`src/sv/mdet_pkg.sv`:
```
// shared types and codes for the delay event timer
// no dependencies
`timescale 1ns / 1ps

package mdet_pkg;

  localparam logic [2:0] CMD_TICK  = 3'd0;
  localparam logic [2:0] CMD_ARM   = 3'd1;
  localparam logic [2:0] CMD_START = 3'd2;
  localparam logic [2:0] CMD_STOP  = 3'd3;
  localparam logic [2:0] CMD_CLEAR = 3'd4;

  localparam logic [1:0] CFG_COMPARE_MODE = 2'd0;
  localparam logic [1:0] CFG_TICKS_PER_MS = 2'd1;
  localparam logic [1:0] CFG_COMPARE_TOP  = 2'd2;

  localparam logic [15:0] TICKS_PER_MS_RST = 16'd125;
  localparam logic [7:0]  COMPARE_TOP_RST  = 8'd249;

  typedef enum logic [2:0] {
    OP_TICK,
    OP_ARM,
    OP_START,
    OP_STOP,
    OP_CLEAR,
    OP_READ
  } op_t;

  typedef enum logic [0:0] {
    BK_EXEC,
    BK_DIV
  } back_state_t;

  typedef struct packed {
    logic [2:0]  command;
    logic [15:0] delay_ms;
    logic        single_shot;
  } in_word_t;

  typedef struct packed {
    logic [7:0] counter_value;
    logic       fire;
    logic       armed;
    logic       running;
  } out_word_t;

  typedef struct packed {
    logic        compare_mode;
    logic [15:0] ticks_per_ms;
    logic [7:0]  compare_top;
  } cfg_t;

  typedef struct packed {
    op_t         op;
    logic [31:0] ticks;
    logic        single;
  } q_entry_t;

  typedef struct packed {
    logic        start;
    logic [31:0] dividend;
    logic [16:0] divisor;
  } div_req_t;

  typedef struct packed {
    logic        done;
    logic [31:0] quo;
    logic [16:0] rem;
  } div_rsp_t;

endpackage

```
`src/sv/mdet_front.sv`:
```
// front end: takes input words, scales the delay to ticks and decodes the command
// depends on mdet_pkg
`timescale 1ns / 1ps

module mdet_front
  import mdet_pkg::*;
(
  input  logic     in_valid,
  output logic     in_ready,
  input  in_word_t in_data,
  input  cfg_t     cfg,
  input  logic     q_full,
  output logic     q_push,
  output q_entry_t q_push_data
);

  logic [31:0] ticks;
  op_t         op;

  assign ticks = 32'(in_data.delay_ms) * 32'(cfg.ticks_per_ms);

  always_comb begin
    unique case (in_data.command)
      CMD_TICK:  op = OP_TICK;
      CMD_ARM:   op = (ticks == 32'd0) ? OP_READ : OP_ARM;
      CMD_START: op = OP_START;
      CMD_STOP:  op = OP_STOP;
      CMD_CLEAR: op = OP_CLEAR;
      default:   op = OP_READ;
    endcase
  end

  assign in_ready           = !q_full;
  assign q_push             = in_valid && !q_full;
  assign q_push_data.op     = op;
  assign q_push_data.ticks  = ticks;
  assign q_push_data.single = in_data.single_shot;

endmodule

```
`src/sv/mdet_fifo.sv`:
```
// two-entry queue between the front end and the execution back end
// depends on mdet_pkg
`timescale 1ns / 1ps

module mdet_fifo
  import mdet_pkg::*;
(
  input  logic     clk,
  input  logic     rst_n,
  input  logic     push,
  input  q_entry_t push_data,
  input  logic     pop,
  output logic     full,
  output logic     head_valid,
  output q_entry_t head
);

  q_entry_t   mem_r [2];
  logic [1:0] count_r, count_nxt;
  logic       wr_ptr_r, wr_ptr_nxt;
  logic       rd_ptr_r, rd_ptr_nxt;

  assign full       = count_r == 2'd2;
  assign head_valid = count_r != 2'd0;
  assign head       = mem_r[rd_ptr_r];

  always_comb begin
    wr_ptr_nxt = push ? !wr_ptr_r : wr_ptr_r;
    rd_ptr_nxt = pop ? !rd_ptr_r : rd_ptr_r;
    count_nxt  = count_r + 2'(push) - 2'(pop);
  end

  always_ff @(posedge clk) begin
    if (!rst_n) begin
      count_r  <= 2'd0;
      wr_ptr_r <= 1'b0;
      rd_ptr_r <= 1'b0;
    end else begin
      count_r  <= count_nxt;
      wr_ptr_r <= wr_ptr_nxt;
      rd_ptr_r <= rd_ptr_nxt;
    end
  end

  always_ff @(posedge clk) begin
    if (push) begin
      mem_r[wr_ptr_r] <= push_data;
    end
  end

endmodule

```
`src/sv/mdet_div.sv`:
```
// radix-2 restoring divider, 32-bit dividend by 17-bit divisor, one bit a cycle
// depends on mdet_pkg
`timescale 1ns / 1ps

module mdet_div
  import mdet_pkg::*;
(
  input  logic     clk,
  input  logic     rst_n,
  input  div_req_t req,
  output div_rsp_t rsp
);

  logic        busy_r, busy_nxt;
  logic        done_r, done_nxt;
  logic [4:0]  cnt_r, cnt_nxt;
  logic [31:0] quo_r, quo_nxt;
  logic [16:0] rem_r, rem_nxt;
  logic [16:0] dvs_r, dvs_nxt;
  logic [17:0] trial;
  logic [17:0] diff;

  assign trial = {rem_r, quo_r[31]};
  assign diff  = trial - {1'b0, dvs_r};

  always_comb begin
    busy_nxt = busy_r;
    done_nxt = 1'b0;
    cnt_nxt  = cnt_r;
    quo_nxt  = quo_r;
    rem_nxt  = rem_r;
    dvs_nxt  = dvs_r;
    if (req.start) begin
      busy_nxt = 1'b1;
      cnt_nxt  = 5'd0;
      quo_nxt  = req.dividend;
      rem_nxt  = 17'd0;
      dvs_nxt  = req.divisor;
    end else if (busy_r) begin
      quo_nxt = {quo_r[30:0], !diff[17]};
      rem_nxt = diff[17] ? trial[16:0] : diff[16:0];
      cnt_nxt = cnt_r + 5'd1;
      if (cnt_r == 5'd31) begin
        busy_nxt = 1'b0;
        done_nxt = 1'b1;
      end
    end
  end

  always_ff @(posedge clk) begin
    if (!rst_n) begin
      busy_r <= 1'b0;
      done_r <= 1'b0;
      cnt_r  <= 5'd0;
    end else begin
      busy_r <= busy_nxt;
      done_r <= done_nxt;
      cnt_r  <= cnt_nxt;
    end
  end

  always_ff @(posedge clk) begin
    quo_r <= quo_nxt;
    rem_r <= rem_nxt;
    dvs_r <= dvs_nxt;
  end

  assign rsp.done = done_r;
  assign rsp.quo  = quo_r;
  assign rsp.rem  = rem_r;

endmodule

```
`src/sv/mdet_back.sv`:
```
// back end: timer state, tick and command execution, arm setup, output register
// depends on mdet_pkg and mdet_div
`timescale 1ns / 1ps

module mdet_back
  import mdet_pkg::*;
#(
  parameter int COUNTER_MODULUS = 256
) (
  input  logic      clk,
  input  logic      rst_n,
  input  cfg_t      cfg,
  input  logic      head_valid,
  input  q_entry_t  head,
  output logic      pop,
  output logic      out_valid,
  input  logic      out_ready,
  output out_word_t out_data
);

  localparam int CW = $clog2(COUNTER_MODULUS);
  localparam int MW = (CW > 8) ? CW : 8;

  back_state_t state_r, state_nxt;

  logic [CW-1:0] hw_r, hw_nxt;
  logic          running_r, running_nxt;
  logic          armed_r, armed_nxt;
  logic          once_r, once_nxt;
  logic [31:0]   ecount_r, ecount_nxt;
  logic [31:0]   target_r, target_nxt;
  logic [CW-1:0] restart_r, restart_nxt;
  logic [7:0]    match_r, match_nxt;

  logic      out_valid_r, out_valid_nxt;
  out_word_t out_data_r, out_data_nxt;

  div_req_t div_req;
  div_rsp_t div_rsp;

  logic          slot_free;
  logic          is_arm;
  logic          exec_go;
  logic          arm_go;
  logic          arm_done;
  logic          fire;
  logic [CW:0]   cnt_inc;
  logic          wrap;
  logic [CW-1:0] cnt_wrapped;
  logic [CW-1:0] tick_cnt;
  logic          tick_event;
  logic [31:0]   ecount_inc;
  logic          hit;
  logic [8:0]    span;
  logic [CW:0]   restart_calc;
  logic [MW-1:0] hw_view;

  mdet_div u_div (
    .clk   (clk),
    .rst_n (rst_n),
    .req   (div_req),
    .rsp   (div_rsp)
  );

  assign slot_free = !out_valid_r || out_ready;
  assign is_arm    = head.op == OP_ARM;
  assign span      = {1'b0, cfg.compare_top} + 9'd1;

  // next state
  always_comb begin
    state_nxt = state_r;
    unique case (state_r)
      BK_EXEC: begin
        if (head_valid && slot_free && is_arm) begin
          state_nxt = BK_DIV;
        end
      end
      BK_DIV: begin
        if (div_rsp.done) begin
          state_nxt = BK_EXEC;
        end
      end
      default: state_nxt = BK_EXEC;
    endcase
  end

  // state outputs
  always_comb begin
    exec_go  = 1'b0;
    arm_go   = 1'b0;
    arm_done = 1'b0;
    unique case (state_r)
      BK_EXEC: begin
        exec_go = head_valid && slot_free && !is_arm;
        arm_go  = head_valid && slot_free && is_arm;
      end
      BK_DIV: begin
        arm_done = div_rsp.done;
      end
      default: ;
    endcase
  end

  assign pop = exec_go || arm_done;

  assign div_req.start    = arm_go;
  assign div_req.dividend = head.ticks;
  assign div_req.divisor  = cfg.compare_mode ? 17'(span) : 17'(COUNTER_MODULUS);

  // tick datapath
  always_comb begin
    cnt_inc     = {1'b0, hw_r} + (CW+1)'(1);
    wrap        = cnt_inc == (CW+1)'(COUNTER_MODULUS);
    cnt_wrapped = wrap ? '0 : cnt_inc[CW-1:0];
    if (cfg.compare_mode) begin
      tick_event = MW'(hw_r) == MW'(match_r);
      tick_cnt   = tick_event ? '0 : cnt_wrapped;
    end else begin
      tick_event = wrap;
      tick_cnt   = cnt_wrapped;
    end
    ecount_inc   = ecount_r + 32'd1;
    hit          = ecount_inc == target_r;
    restart_calc = (CW+1)'(COUNTER_MODULUS) - div_rsp.rem[CW:0];
  end

  always_comb begin
    hw_nxt      = hw_r;
    running_nxt = running_r;
    armed_nxt   = armed_r;
    once_nxt    = once_r;
    ecount_nxt  = ecount_r;
    target_nxt  = target_r;
    restart_nxt = restart_r;
    match_nxt   = match_r;
    fire        = 1'b0;
    if (exec_go) begin
      case (head.op)
        OP_TICK: begin
          if (running_r) begin
            hw_nxt = tick_cnt;
            if (tick_event && armed_r) begin
              if (hit) begin
                ecount_nxt = 32'd0;
                fire       = 1'b1;
                if (once_r) begin
                  armed_nxt = 1'b0;
                end else if (!cfg.compare_mode) begin
                  hw_nxt = restart_r;
                end
              end else begin
                ecount_nxt = ecount_inc;
              end
            end
          end
        end
        OP_START: running_nxt = 1'b1;
        OP_STOP:  running_nxt = 1'b0;
        OP_CLEAR: begin
          hw_nxt      = '0;
          running_nxt = 1'b1;
        end
        default: ;
      endcase
    end else if (arm_done) begin
      if (!cfg.compare_mode) begin
        if (div_rsp.rem == 17'd0) begin
          restart_nxt = '0;
          target_nxt  = div_rsp.quo;
        end else begin
          restart_nxt = restart_calc[CW-1:0];
          target_nxt  = div_rsp.quo + 32'd1;
        end
        hw_nxt = restart_nxt;
      end else begin
        if (head.ticks <= 32'(span)) begin
          match_nxt  = head.ticks[7:0] - 8'd1;
          target_nxt = 32'd1;
        end else begin
          match_nxt  = cfg.compare_top;
          target_nxt = div_rsp.quo;
        end
        restart_nxt = '0;
      end
      ecount_nxt = 32'd0;
      once_nxt   = head.single;
      armed_nxt  = 1'b1;
    end
  end

  // output word
  always_comb begin
    hw_view                    = MW'(hw_nxt);
    out_data_nxt.counter_value = hw_view[7:0];
    out_data_nxt.fire          = fire;
    out_data_nxt.armed         = armed_nxt;
    out_data_nxt.running       = running_nxt;
    if (pop) begin
      out_valid_nxt = 1'b1;
    end else if (out_ready) begin
      out_valid_nxt = 1'b0;
    end else begin
      out_valid_nxt = out_valid_r;
    end
  end

  always_ff @(posedge clk) begin
    if (!rst_n) begin
      state_r     <= BK_EXEC;
      hw_r        <= '0;
      running_r   <= 1'b0;
      armed_r     <= 1'b0;
      once_r      <= 1'b0;
      ecount_r    <= 32'd0;
      target_r    <= 32'd0;
      restart_r   <= '0;
      match_r     <= 8'hFF;
      out_valid_r <= 1'b0;
    end else begin
      state_r     <= state_nxt;
      hw_r        <= hw_nxt;
      running_r   <= running_nxt;
      armed_r     <= armed_nxt;
      once_r      <= once_nxt;
      ecount_r    <= ecount_nxt;
      target_r    <= target_nxt;
      restart_r   <= restart_nxt;
      match_r     <= match_nxt;
      out_valid_r <= out_valid_nxt;
    end
  end

  always_ff @(posedge clk) begin
    if (pop) begin
      out_data_r <= out_data_nxt;
    end
  end

  assign out_valid = out_valid_r;
  assign out_data  = out_data_r;

endmodule

```
`src/sv/ms_delay_event_timer.sv`:
```
// top level of the millisecond delay event timer: config registers, front, queue, back
// depends on mdet_pkg, mdet_front, mdet_fifo, mdet_back
//
//   port group   direction   handshake            word
//   in_*         input       in_valid/in_ready    in_word_t
//   out_*        output      out_valid/out_ready  out_word_t
//   cfg_*        input       cfg_we               cfg_index, cfg_wdata
//
// tick, start, stop and clear words and read words are executed straight from the queue head in the back end
// an arm word holds the back end in the divide state until the one-bit-a-cycle divider is done
// a two-word queue lets the front accept one more word while an arm is in the divider
// the output register takes a new word in the cycle the old one is taken
// synchronous active-low reset; no clearing pass
`timescale 1ns / 1ps

module ms_delay_event_timer
  import mdet_pkg::*;
#(
  parameter int COUNTER_MODULUS = 256
) (
  input  logic        clk,
  input  logic        rst_n,
  input  logic        in_valid,
  output logic        in_ready,
  input  in_word_t    in_data,
  output logic        out_valid,
  input  logic        out_ready,
  output out_word_t   out_data,
  input  logic        cfg_we,
  input  logic [1:0]  cfg_index,
  input  logic [15:0] cfg_wdata
);

  cfg_t     cfg_r, cfg_nxt;
  logic     q_full;
  logic     q_push;
  q_entry_t q_push_data;
  logic     q_pop;
  logic     q_head_valid;
  q_entry_t q_head;

  always_comb begin
    cfg_nxt = cfg_r;
    if (cfg_we) begin
      unique case (cfg_index)
        CFG_COMPARE_MODE: cfg_nxt.compare_mode = cfg_wdata[0];
        CFG_TICKS_PER_MS: cfg_nxt.ticks_per_ms = cfg_wdata;
        CFG_COMPARE_TOP:  cfg_nxt.compare_top  = cfg_wdata[7:0];
        default: ;
      endcase
    end
  end

  always_ff @(posedge clk) begin
    if (!rst_n) begin
      cfg_r.compare_mode <= 1'b0;
      cfg_r.ticks_per_ms <= TICKS_PER_MS_RST;
      cfg_r.compare_top  <= COMPARE_TOP_RST;
    end else begin
      cfg_r <= cfg_nxt;
    end
  end

  mdet_front u_front (
    .in_valid    (in_valid),
    .in_ready    (in_ready),
    .in_data     (in_data),
    .cfg         (cfg_r),
    .q_full      (q_full),
    .q_push      (q_push),
    .q_push_data (q_push_data)
  );

  mdet_fifo u_fifo (
    .clk        (clk),
    .rst_n      (rst_n),
    .push       (q_push),
    .push_data  (q_push_data),
    .pop        (q_pop),
    .full       (q_full),
    .head_valid (q_head_valid),
    .head       (q_head)
  );

  mdet_back #(
    .COUNTER_MODULUS (COUNTER_MODULUS)
  ) u_back (
    .clk        (clk),
    .rst_n      (rst_n),
    .cfg        (cfg_r),
    .head_valid (q_head_valid),
    .head       (q_head),
    .pop        (q_pop),
    .out_valid  (out_valid),
    .out_ready  (out_ready),
    .out_data   (out_data)
  );

endmodule

```
`config.mk`:
```
export PLATFORM = sky130hd
export DESIGN_NAME = ms_delay_event_timer
export DESIGN_NICKNAME = d
export VERILOG_FILES = /design/src/sv/mdet_pkg.sv /design/src/sv/mdet_front.sv /design/src/sv/mdet_fifo.sv /design/src/sv/mdet_div.sv /design/src/sv/mdet_back.sv /design/src/sv/ms_delay_event_timer.sv
export SDC_FILE = /design/constraint.sdc
export NUM_CORES = 1
export LEC_CHECK = 0
export ABC_AREA = 1
export BUFFER_PORTS_ARGS = -buffer_cell sky130_fd_sc_hd__buf_2
export CELL_PAD_IN_SITES_DETAIL_PLACEMENT = 0
export CELL_PAD_IN_SITES_GLOBAL_PLACEMENT = 1
export CORE_MARGIN = 5
export CORE_UTILIZATION = 48
export CTS_CLUSTER_SIZE = 10
export DETAILED_ROUTE_END_ITERATION = 8
export HOLD_SLACK_MARGIN = 0.02
export MAX_ROUTING_LAYER = met4
export PLACE_DENSITY = 0.89
export SLEW_MARGIN = 30
export SYNTH_ARGS = -nofsm -noshare
export SYNTH_HDL_FRONTEND = slang
export SYNTH_SLANG_ARGS = --single-unit
```
`constraint.sdc`:
```
create_clock -name clk -period 9.6 [get_ports clk]
set_input_delay 1.44 -clock clk [delete_from_list [all_inputs] [get_ports clk]]
set_output_delay 1.44 -clock clk [all_outputs]
set_load 0.02 [all_outputs]
```
# Yosys cells after proc, flatten, opt, wreduce, memory -nomap -nowiden
# Memory sizes are Yosys's and may differ from the RTL's. A register that Yosys moved wholly into a read port is not among the register bits.
# Index checks and enable logic that the tools add are counted.
# totals
regBits,206
ramBits,72
inputBits,43
out_inout_bits,13
elab_cells,150
mem_count,1
# classes
add_sub_neg,10
multipliers,1
order_cmp,1
eq_ne,18
muxes,56
bitwise,4
reduce_logical,32
# mem_list
memory,depth,word_bits,read_ports,rd_clocked_by_memory_dff,write_ports,line,text
u_fifo.mem_r,2,36,1,1,1,mdet_fifo.sv:18,q_entry_t mem_r [2];
# op_table
cell,count
$mux 32,11
$mux 8,14
$add 32x1->32 const B,2
$eq 32x32->1,1
$le 32x9->1,1
$logic_not 32->1,1
$mul 16x16->32,1
$mux 1,25
$add 8x1->9 const B,2
$sub 18x17->18,1
$logic_not 17->1,1
$mux 17,1
$pmux 8 s2,1
$pmux 3 s5,1
$eq 3x2->1 const B,4
$eq 9x9->1 const B,1
$eq 8x8->1,1
$reduce_and 2->1,4
$reduce_and 4->1,2
$reduce_bool 2->1,4
$sub 1x8->8 const A,1
$sub 8x1->8 const B,1
$eq 3x1->1 const B,2
$eq 3x3->1 const B,2
19 further kinds,37

# Longest topological paths before layout
# depth
word_depth,12
depth_mapped,31
mapped_depth_nobuf,29

# Hierarchy
# Synthesis repeated with hierarchy kept, for this count alone.
# unflattened
cells_unflattened,3588
hier_area_um2,25836.0
# by_module_without_submodules
module,n_inst,cells_each,area_each_um2,seq_area_each_um2
mdet_front,1,1444,9699.3,0.0
mdet_back,1,1313,7895.1,2192.1
mdet_div,1,546,4237.8,1951.9
mdet_fifo,1,145,2976.6,2262.2
ms_delay_event_timer,1,140,1027.2,500.5

# Worst setup path after synthesis
# OpenSTA, ideal clock, no wires.
# synth_path
path_type,in2reg
from,input port in_data[6] (netlist bit)
to,memory u_fifo.mem_r[0][35] (netlist bit) (data pin)
t_arrival_ps,6881
required_time_ps,9332
setup_slack_ps,2451
stages,29
n_path_buf,2
path_cell_list,clkbuf_1 clkbuf_1 nand2_1 fa_1 inv_1 fa_1 inv_1 fa_1 inv_1 fa_1 fa_1 inv_1 fa_1 inv_1 ha_1 nand2_1 nor2_1 inv_1 nor3_1 nand4_1 nand3_1 nand2_1 nand3b_1 xor2_1 nor2_1 nand2_1 nor2_1 nand4_1 nand3_1
# synth_rtl
item,line,text
"start, declared",ms_delay_event_timer.sv:25,"input in_word_t in_data,"
"end, declared",mdet_fifo.sv:18,

==> reports/results.tsv <==
metric	value	unit
Worst Path Max Fanout	16	
Synth area leaders	fa_1 (16%), edfxtp_1 (16%), nand2_1 (14%)	
Max stage delay on crit path	570	ps
Syn Inst Count	3207	
synth unique cells	60	
Post-Synth Simple-Gate Area	24.5	%
largest family of logic cells by synthesized area	simple AND/OR/NAND/NOR gates	
post-synthesis mux area share	0.880	%
DRT antenna net count	0	
Worst VDD drop	0.307	mV
outcome	finished clean	
Sink Count	271	
r2r startpoint	cfg_r[11]	
post-CTS sizing	0	
compound-cell area share of the yosys netlist	9.02	%
CTS Buf Count	35	
RePlAce Congestion	0.973	
antenna violations before repair	1	
core area	49100	µm²
first-pass detailed-route iteration total	5	
Initial Utilization	48.7	%
Max Slew Vio Count	0	
cell taking the most area after synthesis	fa_1	
MaxCap Viol Count	0	
# DRC	0	
via count of the first global-routing pass	20698	
layout cells sized above 1	5.07	%
fmax	0.140	GHz
CP arrival	7420	ps
Tmin final	7130	ps
placed insts	3815	
fin nets	3558	
Hold-fix buffers, CTS	0	
H-tree depth	2	
area grow syn2layout	7.66	%
FF+latch count, synth	271	
reg-to-reg critical path endpoint	u_fifo.mem_r[1][35]	
crit-path most repeated cell	fa_1	
DR WL/cell	17.9	µm
CTS Root Cell	clkbuf_16	
Rows	81	
DRT iter0 DRCs	1615	
synthesized area per cell	7.45	µm²
Post-CTS Setup Inserts	0	
vias per inst	5.32	
Hold EP	u_back.restart_r[2]	
slew margin rel.	33.6	%
largest net degree at the start of global routing	75	
Final Setup Violations	0	
via count	20619	
final setup TNS	0	ps
slew at the pin closest to its max-slew limit	995	ps
Startpoint Class	primary input	
worst reg2reg setup slack	2820	ps
Hold WS	463	ps
worst r2r path cells	23	
Seq/Total Area, Yosys	27.9	%
crit share post-route	74.3	%
Setup CP Type	primary input to flop	
main flop type after synthesis	dfxtp_1	
unrepaired setup endpoints after global routing	false	
mapped cell area	23900	µm²
post-route insts no fill	3879	
EDFF count, synth	124	
Synth Net Count	3577	
FFs w/ async S/R, synth	0	%
hold depth	2	
DP Worst Slack	1940	ps
gr ovfl total	0	
CTS tree	yes	
adder-cell share of the synthesized area	23.3	%
Post-DP HPWL	54.6	mm
final setup margin	2470	ps
Clock transition at path regs	60	ps
Clk Latency, worst-skew pair	560	ps
hold crit path type	flop to flop	
crit path from	in_data[4]	
Lkg Pwr	12.4	nW
worst endpoint required time	9890	ps
pwr dens	310	nW/µm²
WL final	69.6	mm
Post-Synth XOR/XNOR Area	2.71	%
Fin Clk Skew	26.3	ps
global-route wire length before repair	111	mm
Ys Warns	0	
Die Y	233	µm
Overall Global Routing Usage	26.5	%
Die Span X	233	µm
Ports	56	
die area	54300	µm²
top-area cell type share of the netlist area	16.3	%
number of port buffers	55	
hold path start	u_back.restart_r[2]	
final hold viol count	0	
Worst path slowest cell	fa_1	
Longest Clk Path Bufs	3	
Worst setup EP type	flop	
## cells in the final DEF (no fill, tap or decap), types with 4 or more instances in the layout
cell type and count:
or2_2 7, dfxtp_1 146, xor2_1 57, clkbuf_16 35, nand2_1 860, nand3b_1 13, edfxtp_1 124, o21bai_1 5
nor4_1 25, o21a_1 8, nand3_1 149, fa_1 195, buf_2 55, nand2_2 8, nand4_1 44, o21ai_1 9
ha_1 132, o21ai_0 126, nor2_4 6, a21oi_1 161, o211ai_1 28, clkbuf_1 18, inv_1 603, nor2_1 216
xnor2_1 17, buf_4 10, nor2_2 11, a31oi_1 16, o31ai_1 8, clkinv_1 4, o22ai_1 9, mux2i_1 21
inv_2 9, nor3_1 33
## cells by family (layout without fill, tap and decap cells)
group / after synthesis / count (layout)
xor gates and xnor gates: 74 / 74
muxes: 21 / 21
DFF: 271 / 271
adders and majority gates: 327 / 327
AOI/OAI and AO/OA: 387 / 387
buffers and inverters: 737 / 744
and+or+nand+nor: 1390 / 1390
other: 0 / 1
## critical path: cells and delay by family
family	cells	cell delay, ps
and+or+nand+nor	9	850
adders and majority gates	7	3260
xor gates and xnor gates	1	250
AOI/OAI and AO/OA	3	920
buffers and inverters	6	700
## stage by stage
step                      utilization, %  power, mW  cell area, µm²
after floorplan                        -       5.30           23900
after global placement              50.1       6.67           24600
after detailed placement            50.2       6.76           24600
after CTS                           52.4       8.04           25700
after global routing                52.4       8.66           25700
final                               52.4       7.97           25700
## cell type report
| cell class | instances | area, µm² |
|---|---|---|
| fillers | 4832 | 23300 |
| repair buffers | 67 | 390 |
| multi-input cells | 2199 | 14500 |
| diodes | 1 | 2.50 |
| clock buffers | 55 | 971 |
| inverters | 614 | 2300 |
| clock inverters | 8 | 103 |
| well taps | 664 | 831 |
| flip-flops and latches | 271 | 6670 |
## state kept, by name (all words and copies together), names as in the netlist, 9 cells and up, named ones only
signal	cells
u_back.target_r	32
u_fifo.mem_r	72
u_back.ecount_r	32
cfg_r	25
u_back.u_div.dvs_r	9
u_back.u_div.rem_r	17
u_back.out_data	11
u_back.u_div.quo_r	32
## synthesized netlist by cell type, drive strengths merged (2+ instances only)
| cell | instances |
|---|---|
| buf | 24 |
| xor2 | 57 |
| nand3b | 13 |
| nand3 | 150 |
| fa | 195 |
| nor3 | 37 |
| o2111ai | 2 |
| nor3b | 2 |
| nor4 | 26 |
| nor2 | 234 |
| a21boi | 2 |
| a21o | 3 |
| o21ai | 136 |
| or2 | 10 |
| o21bai | 5 |
| o31ai | 8 |
| o22ai | 9 |
| nand2 | 869 |
| clkbuf | 99 |
| edfxtp | 124 |
| nand4 | 45 |
| o211ai | 28 |
| a31oi | 16 |
| mux2i | 21 |
| xnor2 | 17 |
| o41ai | 2 |
| o21a | 8 |
| a21oi | 161 |
| a221oi | 3 |
| inv | 612 |
| dfxtp | 147 |
| clkinv | 2 |
| and2 | 2 |
| ha | 132 |
## report_power, final
group | leakage [nW] | internal [mW] | switching, mW | total, mW
clock | 0.515 | 0.728 | 0.519 | 1.25
combinational | 9.56 | 1.56 | 3.20 | 4.75
sequential | 2.35 | 1.80 | 0.173 | 1.97
total | 12.4 | 4.08 | 3.89 | 7.97
## worst max-delay path by stage
stage,to,slack (ps),depth (start not counted)
final,u_fifo.mem_r[1][35],2470,26
after global routing,u_fifo.mem_r[0][35],2130,26
after CTS,u_fifo.mem_r[0][35],2520,26
after detailed placement,u_fifo.mem_r[0][35],1940,26
after global placement,u_fifo.mem_r[0][35],2050,26
after floorplan,u_fifo.mem_r[0][35],2450,29
## layer usage
metal  vias up  track usage [%]  share of wire [%]
met1      9888             33.1                 43
li1      10067                -                  -
met5         -                -                  0
met3       134             3.08                4.5
met4         0             8.62                3.5
met2       530             45.3                 49
Note: power is estimated with default switching activity, not from simulation.
